File: src/rtl/rvlc_pkg.sv
// ----------------------------------------------------------------------------
// rvlc_pkg
// shared constants and types of the rvl depth compressor: run limits,
// value buffer geometry and the nibble packer interface
// ----------------------------------------------------------------------------
package rvlc_pkg;

  localparam int DEPTH_W    = 16;
  localparam int ZZ_W       = DEPTH_W + 1;
  localparam int ZRUN_W     = 22;
  localparam int VCNT_W     = 6;
  localparam int VBUF_DEPTH = 32;
  localparam int VBUF_AW    = $clog2(VBUF_DEPTH);
  localparam int NIB_DATA_W = 3;
  localparam int WORD_W     = 32;
  localparam int PART_W     = WORD_W - 4;

  localparam logic [VCNT_W-1:0] MAX_NONZERO_RUN = 6'd32;
  localparam logic [ZRUN_W-1:0] MAX_ZERO_RUN    = 22'h3FFFFF;
  localparam logic [2:0]        NIB_LAST_SLOT   = 3'd7;

  typedef struct packed {
    logic       put;
    logic [3:0] nib;
    logic       last;
  } nib_req_t;

  typedef struct packed {
    logic nib_ready;
    logic empty;
  } pack_status_t;

endpackage

File: src/rtl/rvlc_packer.sv
// ----------------------------------------------------------------------------
// rvlc_packer
// collects code nibbles most significant first, eight to a word, and holds
// the finished word in an output register until it is taken
// ----------------------------------------------------------------------------
module rvlc_packer import rvlc_pkg::*; (
  input  logic                clk,
  input  logic                rst,
  input  nib_req_t            req,
  output pack_status_t        status,
  output logic [WORD_W-1:0]   packed_word,
  output logic                last_word,
  output logic                word_valid,
  input  logic                word_stall
);

  logic [PART_W-1:0] partial;
  logic [2:0]        nib_count;
  logic              full;
  logic              take;

  assign full             = (nib_count == NIB_LAST_SLOT);
  assign status.nib_ready = !full || !word_valid || !word_stall;
  assign status.empty     = (nib_count == 3'd0);
  assign take             = req.put && status.nib_ready;

  always_ff @(posedge clk) begin
    if (rst) begin
      word_valid <= 1'b0;
      nib_count  <= 3'd0;
      partial    <= '0;
    end else begin
      if (take && full) begin
        word_valid <= 1'b1;
      end else if (!word_stall) begin
        word_valid <= 1'b0;
      end
      if (take) begin
        if (full) begin
          partial    <= '0;
          nib_count  <= 3'd0;
        end else begin
          partial   <= {partial[PART_W-5:0], req.nib};
          nib_count <= nib_count + 3'd1;
        end
      end
    end
  end

  always_ff @(posedge clk) begin
    if (take && full) begin
      packed_word <= {partial, req.nib};
      last_word   <= req.last;
    end
  end

endmodule

File: src/rtl/rvl_depth_compressor_core.sv
// ----------------------------------------------------------------------------
// rvl_depth_compressor_core
// run length / variable length depth compressor: a sequencer walks each
// group through one shared 3-bit code shifter feeding the nibble packer
// a pixel that closes no group passes through the accept and apply states
// closing a group: a load and an emit per code, emit held per extra nibble, plus a
// fetch per buffered value; stalls on the word channel hold the emit state
// frame end adds the final group, zero fill nibbles up to the word boundary and a return to idle
// reset: synchronous, clears runs, previous value and packer; buffer is not
// cleared
// ----------------------------------------------------------------------------
module rvl_depth_compressor_core import rvlc_pkg::*; (
  input  logic                      clk,
  input  logic                      rst,
  input  logic signed [DEPTH_W-1:0] depth,
  input  logic                      last_pixel,
  input  logic                      pixel_valid,
  output logic                      pixel_stall,
  output logic [WORD_W-1:0]         packed_word,
  output logic                      last_word,
  output logic                      word_valid,
  input  logic                      word_stall
);

  typedef enum logic [5:0] {
    S_IDLE  = 6'b000001,
    S_APPLY = 6'b000010,
    S_LOAD  = 6'b000100,
    S_EMIT  = 6'b001000,
    S_FETCH = 6'b010000,
    S_FLUSH = 6'b100000
  } state_t;

  typedef enum logic [2:0] {
    PH_ZERO  = 3'b001,
    PH_COUNT = 3'b010,
    PH_VAL   = 3'b100
  } phase_t;

  state_t                   state;
  phase_t                   phase;
  logic signed [DEPTH_W-1:0] pix;
  logic                     last_in;
  logic                     grp_final;
  logic signed [DEPTH_W-1:0] prev;
  logic [ZRUN_W-1:0]        zero_run;
  logic [VCNT_W-1:0]        count;
  logic [VBUF_AW-1:0]       idx;
  logic [ZRUN_W-1:0]        cur;
  logic [ZZ_W-1:0]          rd_data;
  logic [ZZ_W-1:0]          vbuf [VBUF_DEPTH];

  logic                     accept;
  logic                     pre_emit;
  logic                     code_end;
  logic                     final_code;
  logic [VCNT_W-1:0]        cnt_m1;
  logic signed [ZZ_W-1:0]   delta;
  logic [ZZ_W-1:0]          zz;
  logic                     vbuf_we;
  nib_req_t                 req;
  pack_status_t             st;

  assign pixel_stall = (state != S_IDLE);
  assign accept      = pixel_valid && !pixel_stall;

  assign pre_emit = (depth == '0) ? ((count != '0) || (zero_run >= MAX_ZERO_RUN))
                                  : (count >= MAX_NONZERO_RUN);

  assign code_end   = (cur[ZRUN_W-1:NIB_DATA_W] == '0);
  assign cnt_m1     = count - 6'd1;
  assign final_code = ((phase == PH_COUNT) && (count == '0)) ||
                      ((phase == PH_VAL) && ({1'b0, idx} == cnt_m1));

  // zigzag of the difference to the previous nonzero pixel
  assign delta   = ZZ_W'(pix) - ZZ_W'(prev);
  assign zz      = {delta[ZZ_W-2:0], 1'b0} ^ {ZZ_W{delta[ZZ_W-1]}};
  assign vbuf_we = (state == S_APPLY) && (pix != '0);

  always_comb begin
    req = '0;
    if (state == S_EMIT) begin
      req.put  = 1'b1;
      req.nib  = {!code_end, cur[NIB_DATA_W-1:0]};
      req.last = grp_final && code_end && final_code;
    end else if (state == S_FLUSH && !st.empty) begin
      req.put  = 1'b1;
      req.nib  = 4'd0;
      req.last = 1'b1;
    end
  end

  always_ff @(posedge clk) begin
    if (vbuf_we) begin
      vbuf[count[VBUF_AW-1:0]] <= zz;
    end
    rd_data <= vbuf[idx];
  end

  always_ff @(posedge clk) begin
    if (rst) begin
      state     <= S_IDLE;
      phase     <= PH_ZERO;
      grp_final <= 1'b0;
      prev      <= '0;
      zero_run  <= '0;
      count     <= '0;
      idx       <= '0;
    end else begin
      unique case (state)
        S_IDLE: begin
          if (accept) begin
            grp_final <= 1'b0;
            phase     <= PH_ZERO;
            state     <= pre_emit ? S_LOAD : S_APPLY;
          end
        end
        S_APPLY: begin
          if (pix == '0) begin
            zero_run <= zero_run + 22'd1;
          end else begin
            count <= count + 6'd1;
            prev  <= pix;
          end
          if (last_in) begin
            grp_final <= 1'b1;
            phase     <= PH_ZERO;
            state     <= S_LOAD;
          end else begin
            state <= S_IDLE;
          end
        end
        S_LOAD: begin
          state <= S_EMIT;
        end
        S_EMIT: begin
          if (st.nib_ready && code_end) begin
            if (final_code) begin
              zero_run <= '0;
              count    <= '0;
              state    <= grp_final ? S_FLUSH : S_APPLY;
            end else begin
              unique case (phase)
                PH_ZERO: begin
                  phase <= PH_COUNT;
                  state <= S_LOAD;
                end
                PH_COUNT: begin
                  phase <= PH_VAL;
                  idx   <= '0;
                  state <= S_FETCH;
                end
                PH_VAL: begin
                  idx   <= idx + 5'd1;
                  state <= S_FETCH;
                end
                default: state <= S_LOAD;
              endcase
            end
          end
        end
        S_FETCH: begin
          state <= S_LOAD;
        end
        S_FLUSH: begin
          if (st.empty) begin
            prev      <= '0;
            zero_run  <= '0;
            count     <= '0;
            grp_final <= 1'b0;
            state     <= S_IDLE;
          end
        end
        default: state <= S_IDLE;
      endcase
    end
  end

  // payload registers
  always_ff @(posedge clk) begin
    if (accept) begin
      pix     <= depth;
      last_in <= last_pixel;
    end
    if (state == S_LOAD) begin
      case (phase)
        PH_ZERO:  cur <= zero_run;
        PH_COUNT: cur <= ZRUN_W'(count);
        default:  cur <= ZRUN_W'(rd_data);
      endcase
    end else if (state == S_EMIT && st.nib_ready) begin
      cur <= cur >> NIB_DATA_W;
    end
  end

  rvlc_packer u_packer (
    .clk         (clk),
    .rst         (rst),
    .req         (req),
    .status      (st),
    .packed_word (packed_word),
    .last_word   (last_word),
    .word_valid  (word_valid),
    .word_stall  (word_stall)
  );

  a_count_bound: assert property (@(posedge clk) disable iff (rst)
    count <= MAX_NONZERO_RUN)
    else $error("value count beyond run limit");

  a_fetch_phase: assert property (@(posedge clk) disable iff (rst)
    (state == S_FETCH) |-> (phase == PH_VAL))
    else $error("buffer fetch outside value phase");

  a_accept_next: assert property (@(posedge clk) disable iff (rst)
    accept |=> (state == S_LOAD || state == S_APPLY))
    else $error("accepted item not processed");

  a_frame_end: assert property (@(posedge clk) disable iff (rst)
    (state == S_FLUSH && st.empty) |=> (state == S_IDLE && zero_run == '0 &&
                                        count == '0 && prev == '0))
    else $error("state not cleared at frame end");

endmodule

File: config.mk
export PLATFORM = sky130hd
export DESIGN_NAME = rvl_depth_compressor_core
export DESIGN_NICKNAME = d
export VERILOG_FILES = /design/src/rtl/rvlc_pkg.sv /design/src/rtl/rvlc_packer.sv /design/src/rtl/rvl_depth_compressor_core.sv
export SDC_FILE = /design/constraint.sdc
export NUM_CORES = 1
export LEC_CHECK = 0
export BUFFER_PORTS_ARGS = -buffer_cell sky130_fd_sc_hd__clkbuf_2
export CELL_PAD_IN_SITES_DETAIL_PLACEMENT = 1
export CELL_PAD_IN_SITES_GLOBAL_PLACEMENT = 1
export CORE_MARGIN = 8
export CORE_UTILIZATION = 40
export DETAILED_ROUTE_END_ITERATION = 10
export GPL_ROUTABILITY_DRIVEN = 0
export HOLD_SLACK_MARGIN = 0.02
export PLACE_DENSITY = 0.68
export SYNTH_ARGS = -nofsm -noshare
export SYNTH_HDL_FRONTEND = slang
export SYNTH_SLANG_ARGS = --single-unit
File: constraint.sdc
create_clock -name clk -period 4.5 [get_ports clk]
set_input_delay 0.225 -clock clk [delete_from_list [all_inputs] [get_ports clk]]
set_output_delay 0.225 -clock clk [all_outputs]
set_load 0.02 [all_outputs]
==> results_dict.tcl, run 1 <==
set metrics [dict create \
    status "finished clean" \
    coreArea_um2 72590 \
    wire_per_inst_um 27.60 \
    p_per_area_nw_per_um2 528.8 \
    hold_start "pixel_valid" \
    synthesis.area_um2 29170 \
    setup_viol 0 \
    finalNetCount 1852 \
    fin_crit_sh 0.8757 \
    cts_buffers 77 \
    port_buffers 55 \
    critPathKind "reg -> reg" \
    grt_max_degree 140 \
    synth_edf_count 616 \
    cts_resized 0 \
    place_area_um2 31140 \
    cp-start-kind "register" \
    met3_usage 0.03554 \
    grt_use_met1 0.2465 \
    fill_cells 6968 \
    mostFrequentLayoutCells "edfxtp_1, mux4_2, nor2_1, dfxtp_1, clkbuf_16" \
    regArea_um2 20670 \
    end_kind "register" \
    async_reset_ff_frac 0 \
    drv_slew 0 \
    synthCells 1672 \
    drv_cap 0 \
    clock_path_buffers 3 \
    min_period_ns 3.941 \
    top_usage_layer "met2" \
    area_growth_pct 15.99 \
    worst_pin_slew_ns 1.299 \
    grt_pass1_wl_um 113500 \
    rows 99 \
    layout_commonest_cell "edfxtp_1" \
    first_pass_iters 5 \
    clk_latency_ns 0.62 \
    dieArea_um2 81820 \
    p_leak_nw 10.64 \
    min_path_cells 3 \
    ant_nets 0 \
    via_count 16318 \
    hold_class "in -> reg" \
    fin_area_um2 33830 \
    vdd_drop_max_mv 0.3228 \
    slew_headroom 0.1294 \
    finalWirelength_um 77840 \
    finClkSkew_ns 0.02419 \
    grtUsageMet2 0.3156 \
    root_buffer "clkbuf_16" \
    hold_end "state[3]$_SDFFE_PP0P_" \
    reg2reg_slack_ns 0.56 \
    hold_violations 0 \
    post-route-drc-count 0 \
    timing.rr.end "vbuf[6][15]$_DFFE_PP_" \
    fmax_mhz 253.8 \
    post-dp-hpwl_um 46430 \
    ys_ff_latch 724 \
    drt_iter0_markers 1459 \
    setup_tns_ns 0 \
    cp_max_fo 32 \
    grt_usage 0.1875 \
    antenna_found_initial 1 \
    io_pins 56 \
    cts_sinks 724 \
    start_util 0.4019 \
    grt_pass1_vias 16915 \
    htreeDepth 3 \
    synth_seq_area_share 0.7083 \
    required_ns 4.79 \
    worstPathArrival_ns 4.23 \
    via_per_inst 5.787 \
    synth_cell_types 72 \
    reg2reg_from "pix[0]$_DFFE_PP_" \
    die_w_um 286.0 \
    cts.reportedPaths.clkPinSlew_ns 0.06 \
    syn_avg_cell_area_um2 17.45 \
    cts_tree "built" \
    fp.dieH_um 286.0 \
    ys_warn_count 0 \
    synth_ff_type "edfxtp_1" \
    multiInputGateArea_um2 8288 \
    rr_worst_depth 11 \
    gr-total-overflow 0 \
    synth_nets 1720 \
    rsz0062_at_grt "no" \
    final_layout_size_suffix_gt1_frac 0.2683 \
]
==> flip-flops by register name, summed over array words and instances (netlist names), 5 cells and up <==
name / count
vbuf: 544
u_packer.packed_word: 32
u_packer.partial: 28
cur: 22
zero_run: 22
rd_data: 17
pix: 16
prev: 16
count: 6
state: 6
idx: 5
==> critical path: stages, from the launching register on <==
cell and delay, ns:
edfxtp_1 0.43, inv_1 0.08, ha_1 0.16, inv_1 0.05, fa_1 0.42, a211oi_1 0.33
o21ai_0 0.26, nand3b_1 0.20, nand2_1 0.14, or4b_2 0.64, a21oi_1 0.15, o21a_1 0.75
==> metrics by stage <==
step           cells  hold WS [ns]    util  worst slack [ns]  total power, mW
2_1_floorplan   1672        0.3239       -            0.4579            10.47
3_3_place_gp    2666        0.4146  0.4289            0.7425            11.46
3_5_place_dp    2666        0.4227  0.4289            0.5929            11.65
4_1_cts         2819        0.1439  0.4661            0.5466            18.00
5_1_grt         2819        0.1944  0.4661            0.2343            18.47
6_report        2820        0.1780  0.4661            0.5592            17.89
==> kinds of logic (layout without fill, tap and decap cells) <==
logic type | after synthesis | count (layout) | share of synthesized area
muxes | 195 | 195 | 0.1406
xor gates and xnor gates | 34 | 34 | 0.01021
and+or+nand+nor | 353 | 353 | 0.06168
DFF | 724 | 724 | 0.7083
AOI/OAI and AO/OA | 218 | 218 | 0.05079
buffers and inverters | 121 | 309 | 0.01660
adders and majority gates | 27 | 27 | 0.01184
other | 0 | 1 | 0
==> area by class of cell <==
type | instances | area share
clock buffer | 96 | 0.05906
antenna | 1 | 0.00007396
inverter | 32 | 0.003550
tap | 959 | 0.03547
multi-input combinational | 827 | 0.2450
clock inverter | 39 | 0.01524
sequential | 724 | 0.6110
timing repair buffer | 142 | 0.03062
==> repair_timing <==
action / CTS / global route
hold buffers: 18 / 0
hold endpoints to repair: 18 / 0
buffers inserted: 0 / 0
==> layer usage <==
| metal | vias to the layer above | part of all wire | wire length (µm) |
|---|---|---|---|
| li1 | 6994 | - | - |
| met1 | 8644 | 0.41 | 32290 |
| met2 | 546 | 0.49 | 38370 |
| met3 | 134 | 0.064 | 4971 |
| met4 | 0 | 0.028 | 2210 |
| met5 | - | 0 | 0 |
==> report_power, final <==
part           switching (mW)  leakage, nW  internal [mW]
Combinational            1.97         2.97          0.669
Clock                    2.66         1.22           3.71
Sequential             0.0889         6.45           8.80
==> synthesized netlist by cell type (all sizes together) (4+ instances only) <==
cell type / number / area [µm²]
a2111oi: 5 / 43.79
a211oi: 4 / 30.03
a21o: 7 / 60.05
a21oi: 54 / 270.3
a221oi: 13 / 113.9
a22o: 6 / 52.55
a22oi: 29 / 217.7
a31oi: 23 / 165.2
and2: 9 / 56.30
and3: 8 / 50.05
and4: 4 / 35.03
buf: 26 / 127.6
clkbuf: 63 / 236.5
dfxtp: 108 / 2162
edfxtp: 616 / 18500
ha: 26 / 325.3
inv: 32 / 120.1
mux2: 18 / 202.7
mux2i: 7 / 70.07
mux4: 170 / 3829
nand2: 48 / 180.2
nand2b: 5 / 31.28
nand3: 26 / 140.1
nand3b: 6 / 45.04
nand4: 13 / 81.33
nand4b: 4 / 35.03
nor2: 146 / 548.0
nor2b: 11 / 68.82
nor3: 14 / 81.33
nor4: 15 / 108.9
o21ai: 37 / 188.9
o31ai: 16 / 120.1
or2: 4 / 25.02
or3: 8 / 50.05
or4: 20 / 150.1
xnor2: 25 / 219.0
xor2: 9 / 78.83
==> how the worst max path moves through the flow <==
stage,startpoint,to,slack (ns),depth (start not counted)
after floorplan,pix[0]$_DFFE_PP_,vbuf[0][2]$_DFFE_PP_,0.46,13
after global placement,pix[0]$_DFFE_PP_,vbuf[21][15]$_DFFE_PP_,0.74,11
after detailed placement,pix[0]$_DFFE_PP_,vbuf[12][15]$_DFFE_PP_,0.59,11
after CTS,pix[0]$_DFFE_PP_,vbuf[8][15]$_DFFE_PP_,0.55,11
after global routing,pix[0]$_DFFE_PP_,vbuf[8][15]$_DFFE_PP_,0.23,11
final,pix[0]$_DFFE_PP_,vbuf[6][15]$_DFFE_PP_,0.56,11
Note: power is estimated with default switching activity, not from simulation.
==> run 2: changes to the inputs <==
--- a/config.mk
+++ b/config.mk
@@ -13,7 +13,9 @@
 export DETAILED_ROUTE_END_ITERATION = 10
 export GPL_ROUTABILITY_DRIVEN = 0
 export HOLD_SLACK_MARGIN = 0.02
-export PLACE_DENSITY = 0.68
+export PLACE_DENSITY_LB_ADDON = 0.1
+export RECOVER_POWER = 100
 export SYNTH_ARGS = -nofsm -noshare
 export SYNTH_HDL_FRONTEND = slang
+export SYNTH_HIERARCHICAL = 1
 export SYNTH_SLANG_ARGS = --single-unit
==> results_dict.tcl, run 2 <==
set metrics [dict create \
    cp_common_cell "and2_0" \
    dieArea_um2 81400 \
    synth_seq_area_share 0.7122 \
    root_buffer "clkbuf_16" \
    cts.reportedPaths.clkPinSlew_ns 0.06 \
    p_leak_nw 10.33 \
    violations "max-capacitance violations, max-slew violations" \
    synth_cell_types 67 \
    wire_per_inst_um 28.61 \
    rows 98 \
    coreArea_um2 71610 \
    critPathTopFamily "simple AND/OR/NAND/NOR gates" \
    grt_pass1_wl_um 117800 \
    cts_resized 0 \
    synth_nets 1705 \
    cts_buffers 80 \
    via_per_inst 5.718 \
    synth_edf_count 616 \
    post-dp-hpwl_um 47920 \
    synthTopCellsByArea "edfxtp_1, mux4_2, dfxtp_1, nor2_1, ha_1" \
    timing.rr.end "vbuf[17][6]$_DFFE_PP_" \
    finalWirelength_um 80830 \
    hold_violations 0 \
    vdd_drop_max_mv 0.2929 \
    synth_ff_type "edfxtp_1" \
    via_count 16152 \
    post_cts_buffers 0 \
    status "finished, violations left" \
    grt_max_degree 81 \
    grt_pass1_vias 16698 \
    layout_commonest_cell "edfxtp_1" \
    largest_reg_flops 544 \
    min_period_ns 4.192 \
    synth_common_cells "edfxtp_1, mux4_2, nor2_1" \
    fp.dieH_um 285.3 \
    yosysMostFrequentCell "edfxtp_1" \
    end_kind "register" \
    drv_slew 182 \
    fin_crit_sh 0.9315 \
    first_pass_iters 5 \
    clock_path_buffers 3 \
    synthCells 1657 \
    area_growth_pct 15.11 \
    grt_usage 0.1982 \
    ant_nets 0 \
    cpMaxStageDelayCell "clkbuf_1" \
    startpoint "state[3]$_SDFFE_PP0P_" \
    cp.depth 6 \
    antenna_found_initial 1 \
    reg2reg_from "state[3]$_SDFFE_PP0P_" \
    port_buffers 55 \
    slew_headroom -0.3195 \
    synthesis.area_um2 29010 \
    worstPathArrival_ns 4.38 \
    p_per_area_nw_per_um2 458.1 \
    drt_iter0_markers 1428 \
    cp_max_fo 14 \
    cts_sinks 724 \
    ys_ff_latch 724 \
    place_worst_setup_slack_ns 0.5224 \
    fmax_mhz 238.6 \
    cp_cell_sequence "nor4b_1, and2_0, and2_0, nand2_1, nor2_1, clkbuf_1" \
    hold_class "in -> reg" \
    async_reset_ff_frac 0 \
    clk_latency_ns 0.62 \
    cp-start-kind "register" \
    setup_viol 0 \
    finalNetCount 1859 \
    final_layout_size_suffix_gt1_frac 0.1959 \
    cts_tree "built" \
    rr_worst_depth 6 \
    cp-endpoint "vbuf[17][6]$_DFFE_PP_" \
    post-route-drc-count 0 \
    io_pins 56 \
    start_util 0.4051 \
    gr-total-overflow 0 \
    setup_tns_ns 0 \
    reg2reg_slack_ns 0.31 \
    die_w_um 285.3 \
    finClkSkew_ns 0.02064 \
    cp_num_buf_inv 1 \
    htreeDepth 3 \
    postCtsHoldBufs 19 \
    worst_pin_slew_ns 1.979 \
    synth_top_area_frac 0.6377 \
    max_stage_delay_ns 1.40 \
    final_util 0.4663 \
    ys_warn_count 6 \
    required_ns 4.69 \
    syn_avg_cell_area_um2 17.51 \
    critPathKind "reg -> reg" \
    mostFrequentLayoutCells "edfxtp_1, mux4_2, clkbuf_1, nor2_1, dfxtp_1" \
    worst_slack_ns 0.3081 \
    rsz0062_at_grt "no" \
    drv_cap 11 \
    yosys.area.top_type "edfxtp_1" \
]
[run 2: changes by cell type in the layout (fill, tap and decap cells not counted), sizes merged, moves of 16 or more]
cell and delta:
a22oi -20, and3 +16, buf -49, clkbuf +72, nand2b +28, nor2 -30, o22ai +24
[run 2: worst min-delay path by stage]
stage	from	endpoint	slack [ns]	depth (start not counted)
after global placement	last_pixel	last_in$_DFFE_PP_	0.41	1
after detailed placement	last_pixel	last_in$_DFFE_PP_	0.42	1
after CTS	rst	u_packer/word_valid$_SDFFE_PP0P_	0.06	3
final	rst	u_packer/word_valid$_SDFFE_PP0P_	0.1	3
after global routing	rst	zero_run[19]$_SDFFE_PP0P_	0.09	3
after floorplan	last_pixel	last_in$_DFFE_PP_	0.32	0
[run 2: area by class of cell]
| type | instances | area (µm²) |
|---|---|---|
| multi-input cells | 797 | 7911 |
| well taps | 950 | 1189 |
| inverters | 46 | 172.7 |
| clock inverters | 44 | 405.4 |
| clock buffers | 100 | 2171 |
| repair buffers | 162 | 868.3 |
| fillers | 6848 | 38220 |
| flip-flops and latches | 724 | 20670 |
| diodes | 2 | 5.005 |
[run 2: metrics by stage]
step,total power [mW],hold slack [ns],instance area [µm²],cells
floorplan,8.550,0.3239,29010,1657
global placement,8.999,0.4119,31140,2660
detailed placement,9.056,0.4158,31140,2660
CTS,15.53,0.05965,33910,2823
global route,15.80,0.09274,33390,2824
finish,15.30,0.09860,33390,2825
[run 2: cell families (layout without fill, tap and decap cells)]
kind of cell / count (synthesis) / after routing / synth area share
buf+inv: 136 / 352 / 0.01837
fa+ha+maj: 27 / 27 / 0.01190
flops: 724 / 724 / 0.7122
compound gates: 200 / 200 / 0.04533
mux: 193 / 193 / 0.1407
simple gates: 339 / 339 / 0.06008
xor+xnor: 38 / 38 / 0.01147
other cells: 0 / 2 / 0
[run 2: power by group]
part	internal (mW)	switching (mW)
Sequential	7.85	0.0317
Clock	3.77	2.64
Combinational	0.218	0.792
[run 2: layer usage]
layer  share of wire  track usage  vias up
li1                -            -     6953
met1            0.44       0.2747     8595
met2            0.48       0.3180      484
met3           0.055      0.03189      120
met4           0.031      0.06763        0
met5               0            0        -
[run 2: worst min-delay path: stages]
cell and delay [ns]:
clkbuf_2 0.09, buf_4 0.21, nor2_1 0.13
